File: src/sv/tss_pkg.sv
// ----------------------------------------------------------------------------
// tss_pkg: shared types and codes of the task scheduler
// Item layouts, task table entry, function and task state codes.
// ----------------------------------------------------------------------------
package tss_pkg;

	// function codes of an input item
	localparam logic [1:0] FN_TICK  = 2'd0;
	localparam logic [1:0] FN_SCHED = 2'd1;
	localparam logic [1:0] FN_WRITE = 2'd2;
	localparam logic [1:0] FN_SLEEP = 2'd3;

	// task states
	localparam logic [2:0] ST_INVALID = 3'd0;
	localparam logic [2:0] ST_STOPPED = 3'd1;
	localparam logic [2:0] ST_UNRUN   = 3'd2;
	localparam logic [2:0] ST_READY   = 3'd3;
	localparam logic [2:0] ST_DELAYED = 3'd4;

	// configuration register indexes
	localparam int         CFG_INDEX_W       = 1;
	localparam logic [0:0] CFG_PRIORITY_MODE = 1'b0;
	localparam logic [0:0] CFG_PREEMPT       = 1'b1;

	// only the leading entries are counted down by a tick
	localparam int TICKED_TASKS = 12;

	typedef struct packed {
		logic [1:0]  func;
		logic [3:0]  task_index;
		logic [2:0]  new_state;
		logic [2:0]  new_priority;
		logic [31:0] sleep_ticks;
	} in_t;

	typedef struct packed {
		logic [3:0] chosen_task;
		logic       chosen_valid;
		logic       none_ready;
		logic       switch_request;
	} out_t;

	typedef struct packed {
		logic [2:0]  state;
		logic [2:0]  prio;
		logic [31:0] ticks;
	} entry_t;

	typedef struct packed {
		logic scan;
		logic first;
		logic priority_mode;
	} head_ctl_t;

endpackage

File: src/sv/tss_cell.sv
// ----------------------------------------------------------------------------
// tss_cell: one task table entry in the rotating ring
// Takes its neighbor's entry on every shift, or is marked ready by a pick.
// ----------------------------------------------------------------------------
module tss_cell (
	input  logic            clk,
	input  logic            arst_n,
	input  logic            shift,
	input  logic            set_ready,
	input  tss_pkg::entry_t next,
	output tss_pkg::entry_t entry
);
	import tss_pkg::*;

	entry_t entry_q;

	always_ff @(posedge clk or negedge arst_n) begin
		if (!arst_n) begin
			entry_q <= '0;
		end else if (shift) begin
			entry_q <= next;
		end else if (set_ready) begin
			entry_q.state <= ST_READY;
		end
	end

	assign entry = entry_q;

endmodule

File: src/sv/tss_head.sv
// ----------------------------------------------------------------------------
// tss_head: update unit at the head of the ring
// Applies tick, write and sleep items to the passing entry and tracks the
// best schedule candidate over one full rotation.
// ----------------------------------------------------------------------------
module tss_head #(
	parameter int TASK_COUNT      = 16,
	parameter int PRIORITY_LEVELS = 8,
	localparam int IW             = $clog2(TASK_COUNT)
) (
	input  logic               clk,
	input  logic               arst_n,
	input  tss_pkg::head_ctl_t ctl,
	input  tss_pkg::in_t       item,
	input  logic [IW-1:0]      step,
	input  logic [IW-1:0]      last,
	input  tss_pkg::entry_t    entry_in,
	output tss_pkg::entry_t    entry_out,
	output logic               found,
	output logic [IW-1:0]      pick
);
	import tss_pkg::*;

	localparam int TICK_LIM = (TICKED_TASKS < TASK_COUNT) ? TICKED_TASKS : TASK_COUNT;

	logic          found_q;
	logic [3:0]    best_key_q;
	logic [IW-1:0] best_idx_q;
	logic [31:0]   dec;
	logic          runnable;
	logic          eligible;
	logic [3:0]    key;
	logic          found_eff;
	logic          take;

	always_comb begin
		entry_out = entry_in;
		dec       = (entry_in.ticks != 32'd0) ? entry_in.ticks - 32'd1 : 32'd0;
		unique case (item.func)
			FN_TICK: begin
				if (32'(step) < TICK_LIM && entry_in.state == ST_DELAYED) begin
					entry_out.ticks = dec;
					if (dec == 32'd0) entry_out.state = ST_READY;
				end
			end
			FN_SCHED: begin
			end
			FN_WRITE: begin
				if (32'(item.task_index) == 32'(step)) begin
					entry_out.state = item.new_state;
					entry_out.prio  = item.new_priority;
				end
			end
			FN_SLEEP: begin
				if (step == last) begin
					entry_out.state = ST_DELAYED;
					entry_out.ticks = item.sleep_ticks;
				end
			end
			default: begin
			end
		endcase
	end

	// order: priority level, then entries after last before the wrapped ones
	always_comb begin
		runnable  = entry_in.state == ST_READY || entry_in.state == ST_UNRUN;
		eligible  = runnable && (!ctl.priority_mode || 32'(entry_in.prio) < PRIORITY_LEVELS);
		key       = {ctl.priority_mode ? entry_in.prio : 3'd0, step <= last};
		found_eff = ctl.first ? 1'b0 : found_q;
		take      = ctl.scan && item.func == FN_SCHED && eligible &&
		            (!found_eff || key < best_key_q);
	end

	always_ff @(posedge clk or negedge arst_n) begin
		if (!arst_n) begin
			found_q <= 1'b0;
		end else if (ctl.scan) begin
			found_q <= found_eff || take;
		end
	end

	always_ff @(posedge clk) begin
		if (take) begin
			best_key_q <= key;
			best_idx_q <= step;
		end
	end

	assign found = found_q;
	assign pick  = best_idx_q;

endmodule

File: src/sv/task_scheduler_with_sleep_ticks.sv
// ----------------------------------------------------------------------------
// task_scheduler_with_sleep_ticks: task table with tick, sleep and scheduling
// The table is a ring of cells that rotates one entry per cycle past an
// update unit; one rotation serves one item.
// ----------------------------------------------------------------------------
// An item is taken only while the block is idle and occupies it through an
// accepting step, one rotation of the ring of entries past the single update
// unit, and a finishing step, where the picked entry is marked ready and the
// result enters the output register. The finishing step waits while an
// earlier result is still stalled. The output register holds one result, so
// the next item is accepted while it waits. Configuration writes must be done
// while no item is in flight.
module task_scheduler_with_sleep_ticks #(
	parameter int TASK_COUNT      = 16,
	parameter int PRIORITY_LEVELS = 8
) (
	input  logic                            clk,
	input  logic                            arst_n,
	input  logic                            in_valid,
	output logic                            in_stall,
	input  tss_pkg::in_t                    in,
	output logic                            out_valid,
	input  logic                            out_stall,
	output tss_pkg::out_t                   out,
	input  logic                            cfg_we,
	input  logic [tss_pkg::CFG_INDEX_W-1:0] cfg_index,
	input  logic                            cfg_data
);
	import tss_pkg::*;

	localparam int IW = $clog2(TASK_COUNT);

	localparam logic [1:0] S_IDLE = 2'd0;
	localparam logic [1:0] S_RUN  = 2'd1;
	localparam logic [1:0] S_DONE = 2'd2;

	logic [1:0]      state_q;
	logic [IW-1:0]   step_q;
	logic [IW-1:0]   last_q;
	in_t             item_q;
	out_t            out_q;
	logic            out_valid_q;
	logic            priority_mode_q;
	logic            preempt_enable_q;

	entry_t          cell_e [TASK_COUNT];
	entry_t          head_out;
	head_ctl_t       ctl;
	logic            found;
	logic [IW-1:0]   pick;
	logic            shift;
	logic            finish;
	logic            picked;
	logic [TASK_COUNT-1:0] set_ready;
	out_t            result;

	assign shift  = state_q == S_RUN;
	assign finish = state_q == S_DONE && (!out_valid_q || !out_stall);
	assign picked = finish && item_q.func == FN_SCHED && found;

	assign ctl.scan          = shift;
	assign ctl.first         = step_q == '0;
	assign ctl.priority_mode = priority_mode_q;

	genvar i;
	generate
		for (i = 0; i < TASK_COUNT; i++) begin : g_cell
			entry_t nxt;
			if (i == TASK_COUNT - 1) begin : g_tail
				assign nxt = head_out;
			end else begin : g_mid
				assign nxt = cell_e[i+1];
			end
			assign set_ready[i] = picked && pick == IW'(i);
			tss_cell u_cell (
				.clk       (clk),
				.arst_n    (arst_n),
				.shift     (shift),
				.set_ready (set_ready[i]),
				.next      (nxt),
				.entry     (cell_e[i])
			);
		end
	endgenerate

	tss_head #(
		.TASK_COUNT      (TASK_COUNT),
		.PRIORITY_LEVELS (PRIORITY_LEVELS)
	) u_head (
		.clk       (clk),
		.arst_n    (arst_n),
		.ctl       (ctl),
		.item      (item_q),
		.step      (step_q),
		.last      (last_q),
		.entry_in  (cell_e[0]),
		.entry_out (head_out),
		.found     (found),
		.pick      (pick)
	);

	always_comb begin
		result = '0;
		unique case (item_q.func)
			FN_TICK: begin
				result.switch_request = preempt_enable_q;
			end
			FN_SCHED: begin
				result.chosen_task  = found ? 4'(pick) : 4'd0;
				result.chosen_valid = found;
				result.none_ready   = !found;
			end
			default: begin
			end
		endcase
	end

	always_ff @(posedge clk or negedge arst_n) begin
		if (!arst_n) begin
			priority_mode_q  <= 1'b1;
			preempt_enable_q <= 1'b0;
		end else if (cfg_we) begin
			unique case (cfg_index)
				CFG_PRIORITY_MODE: priority_mode_q  <= cfg_data;
				CFG_PREEMPT:       preempt_enable_q <= cfg_data;
				default: begin
				end
			endcase
		end
	end

	always_ff @(posedge clk or negedge arst_n) begin
		if (!arst_n) begin
			state_q     <= S_IDLE;
			step_q      <= '0;
			last_q      <= IW'(TASK_COUNT - 1);
			out_valid_q <= 1'b0;
		end else begin
			if (finish) begin
				out_valid_q <= 1'b1;
			end else if (out_valid_q && !out_stall) begin
				out_valid_q <= 1'b0;
			end
			unique case (state_q)
				S_IDLE: begin
					if (in_valid) begin
						state_q <= S_RUN;
						step_q  <= '0;
					end
				end
				S_RUN: begin
					if (step_q == IW'(TASK_COUNT - 1)) begin
						state_q <= S_DONE;
					end else begin
						step_q <= step_q + 1'b1;
					end
				end
				S_DONE: begin
					if (finish) begin
						state_q <= S_IDLE;
						if (picked) last_q <= pick;
					end
				end
				default: state_q <= S_IDLE;
			endcase
		end
	end

	always_ff @(posedge clk) begin
		if (state_q == S_IDLE && in_valid) item_q <= in;
		if (finish) out_q <= result;
	end

	assign in_stall  = state_q != S_IDLE;
	assign out_valid = out_valid_q;
	assign out       = out_q;

	// a new result is only ever loaded by the finishing step
	a_result_from_done: assert property (@(posedge clk) disable iff (!arst_n)
		$rose(out_valid_q) |-> $past(state_q == S_DONE))
		else $error("result appeared outside the finishing step");

	a_one_pick: assert property (@(posedge clk) disable iff (!arst_n)
		$onehot0(set_ready))
		else $error("more than one entry marked ready");

	a_pick_needs_sched: assert property (@(posedge clk) disable iff (!arst_n)
		(set_ready != '0) |-> (item_q.func == FN_SCHED && found))
		else $error("entry marked ready without a schedule pick");

	a_last_in_range: assert property (@(posedge clk) disable iff (!arst_n)
		32'(last_q) < TASK_COUNT)
		else $error("last dispatched index out of range");

	a_flags_exclusive: assert property (@(posedge clk) disable iff (!arst_n)
		out_valid_q |-> !(out_q.chosen_valid && out_q.none_ready))
		else $error("result both found and none ready");

endmodule

File: config.mk
export PLATFORM = sky130hd
export DESIGN_NAME = task_scheduler_with_sleep_ticks
export DESIGN_NICKNAME = d
export VERILOG_FILES = /design/src/sv/tss_pkg.sv /design/src/sv/tss_cell.sv /design/src/sv/tss_head.sv /design/src/sv/task_scheduler_with_sleep_ticks.sv
export SDC_FILE = /design/constraint.sdc
export NUM_CORES = 1
export LEC_CHECK = 0
export BUFFER_PORTS_ARGS = -buffer_cell sky130_fd_sc_hd__buf_2
export CAP_MARGIN = 20
export CORE_UTILIZATION = 56
export CTS_CLUSTER_DIAMETER = 60
export DETAILED_ROUTE_END_ITERATION = 7
export HOLD_SLACK_MARGIN = 0.05
export PLACE_DENSITY_LB_ADDON = 0.25
export SYNTH_ARGS = -nofsm -noshare
export SYNTH_HDL_FRONTEND = slang
export SYNTH_SLANG_ARGS = --single-unit
File: constraint.sdc
create_clock -name clk -period 3.2 [get_ports clk]
set_input_delay 0.32 -clock clk [delete_from_list [all_inputs] [get_ports clk]]
set_output_delay 0.32 -clock clk [all_outputs]
set_load 0.01 [all_outputs]
==> out/metrics.yaml <==
run_status:
  outcome: "finished, final reports clean"
timing:
  whs_ps: 108
  worstMarginPinSlew_ps: 1230
  period_share: 0.879
  tns_ps: 0
  slew_violations: 0
  rsz0062_at_grt: "false"
  slew_headroom: 0.182
  finClkSkew_ps: 29.7
  fmax_ghz: 0.356
  finalHoldViolations: 0
  finalCriticalPeriod_ps: 2810
  setup_viol: 0
job:
  maxCapViolations: 0
clock_tree:
  clock-root-buffer: "clkbuf_16"
  htreeDepth: 3
  clk_latency_ps: 600
  cts_resized: 0
  numCtsBuffers: 70
  tritoncts: "done"
  cts_buffer_depth: 3
  cts.sinks: 681
  clkTransAtPathRegs_ps: 70
grt:
  grt_antenna_before_repair: 3
  grt_overflow: 0
  grt_pass1_vias: 20103
  grt_max_degree: 255
  grt_pass1_wl_um: 104000
  grt_usage: 0.258
synth:
  yosysMostFrequentCell: "nand2_1"
  synth_adder_area_share: 0.00680
  syn_inst: 3052
  synth_top_area_frac: 0.560
  synth_top_cell_by_area: "dfrtp_1"
  synthSimpleGateAreaFrac: 0.272
  synthArstFlopShare: 0.913
  syn_avg_cell_area_um2: 9.04
  synthXorXnorAreaFrac: 0.00222
  synth_edf_count: 59
  syn_nets: 3118
  synth_commonest_cells: "1726 x nand2_1, 617 x dfrtp_1, 153 x clkbuf_1, 98 x o21ai_0, 65 x nor2_1"
  synth_top_family_by_area: "simple AND/OR/NAND/NOR gates"
  syn_area_um2: 27600
  yosys_warnings: 0
  yosysSeqAreaShare: 0.629
  synth_compound_area_frac: 0.0531
  synth_mux_area_frac: 0.00948
  synth-seq-cells: 681
  dominantRegCellSynth: "dfrtp_1"
  synth_cell_types: 72
  synth_area_leaders: "dfrtp_1 56%, nand2_1 23%, edfxtp_1 6.4%"
critical_path:
  cp_max_fo: 11
  crit_arrival_ps: 3300
  slowest_delay_ps: 520
  path_class: "flip-flop to flip-flop"
  path_cells: "nor4_4 -> nand4_2 -> or3_1 -> a22o_1 -> nor4_1 -> and4b_1 -> o21ai_2 -> a41o_1"
  critPathCaptureType: "flip-flop"
  crit_required_ps: 3690
  cp-start-kind: "flip-flop"
  crit_slowest_cell: "dfrtp_1"
drt:
  wl_per_cell_um: 16.1
  totalWireLength_um: 61900
  dr.pass1.iters: 6
  ant_nets: 0
  drt_iter0_drc: 1649
  drt-vias-per-instance: 5.24
  route.detailed.drc: 0
  vias: 20146
placement:
  portBuffers: 59
  place_congestion: 0.884
  hpwl_um: 38500
finish:
  fill_cells: 3788
  nNetsFinal: 3193
  area_growth_pct: 14.6
  drive_gt1_frac: 0.0886
die:
  core_um2: 48100
  die_w_um: 224
  fp-row-count: 80
  die_h_um: 224
  initial_utilization: 0.573
  io_pins: 60
  dieArea_um2: 50200
power_and_ir_drop:
  irDropWorstVdd_mv: 0.653
  power.leakage_nw: 16.8
  powerDensity_nw_per_um2: 1050
hold_path:
  holdCritPathClass: "input port to flip-flop"
## flip-flops by register name (all words and copies together), names as in the netlist, 2 cells and up
signal / count
item_q: 44
g_cell.u_cell.entry: 608
out: 7
u_head.pick: 4
u_head.best_key_q: 4
state_q: 2
last_q: 4
step_q: 4
## cell type report
cell class	instances	area, µm²	area share
Tap cell	656	821	0.0260
Antenna cell	3	7.51	0.000237
Inverter	16	60.1	0.00190
Clock inverter	25	308	0.00974
Timing Repair Buffer	181	1540	0.0488
Clock buffer	102	2020	0.0640
Multi-Input combinational cell	2177	9510	0.301
Sequential cell	681	17300	0.549
## power by group
part           switching [mW]  internal, mW
Combinational            7.22          3.72
Clock                    3.34          4.90
Sequential               2.00          11.9
## final timing paths
kind	start	endpoint	slack (ps)	cells after the start
max	g_cell[0].u_cell.entry[10]	g_cell[15].u_cell.entry[37]	390	8
min	cfg_index	priority_mode_q	110	3
max reg2reg	g_cell[0].u_cell.entry[10]	g_cell[15].u_cell.entry[37]	390	8
min reg2reg	g_cell[1].u_cell.entry[26]	g_cell[0].u_cell.entry[26]	450	2
max in group asynchronous	arst_n	g_cell[7].u_cell.entry[0]	1820	3
min in group asynchronous	arst_n	g_cell[12].u_cell.entry[16]	400	2
## routing by layer
layer / track usage / routed length, µm / up-vias
met5: 0 / 0 / -
met4: 0.113 / 2470 / 0
met2: 0.418 / 29600 / 360
li1: - / - / 9815
met1: 0.349 / 27400 / 9859
met3: 0.0354 / 2420 / 112
## cells by family after synthesis
kind of cell             after synthesis
buffers and inverters                194
adder cells (fa/ha/maj)               15
AND/OR/NAND/NOR                     1897
AO/OA/AOI/OAI                        234
multiplexers                          24
flip-flops                           681
XOR/XNOR                               7
## cells in the final DEF (no fill, tap or decap), types with 8 or more instances in the layout
master	instances
nand2_1	1726
nor2_1	64
a22oi_1	12
o21ai_0	98
a2bb2oi_1	8
o21ai_1	12
dfrtp_1	617
a21oi_1	37
ha_1	15
buf_4	58
clkinv_2	10
nand3_1	9
mux2_2	14
inv_1	16
and2_1	9
buf_12	16
or3_1	8
dlygate4sd3_1	48
clkbuf_8	11
edfxtp_1	59
nor4_1	8
nor3_1	16
clkbuf_16	72
buf_2	58
clkbuf_1	19
## through the flow
| step | total power, mW | utilization | setup slack, ps | cell area (µm²) | instances |
|---|---|---|---|---|---|
| 2_1_floorplan | 21.0 | - | 351 | 27600 | 3052 |
| 3_3_place_gp | 24.6 | 0.598 | 479 | 28800 | 3663 |
| 3_5_place_dp | 24.8 | 0.598 | 453 | 28800 | 3663 |
| 4_1_cts | 33.3 | 0.656 | 432 | 31600 | 3838 |
| 5_1_grt | 35.3 | 0.656 | 210 | 31600 | 3840 |
| 6_report | 33.0 | 0.657 | 389 | 31600 | 3841 |
## worst max-delay path: cells and delay by family (launching register included)
family,cells,cell delay (ps)
AOI/OAI and AO/OA,3,540
DFF,1,520
and+or+nand+nor,5,1630
## timing repair
item                      in CTS  in global routing
setup buffers                  0                  0
hold buffers                  48                  0
hold endpoints to repair     118                  0
No activity file was read; power rests on OpenSTA's default activity.
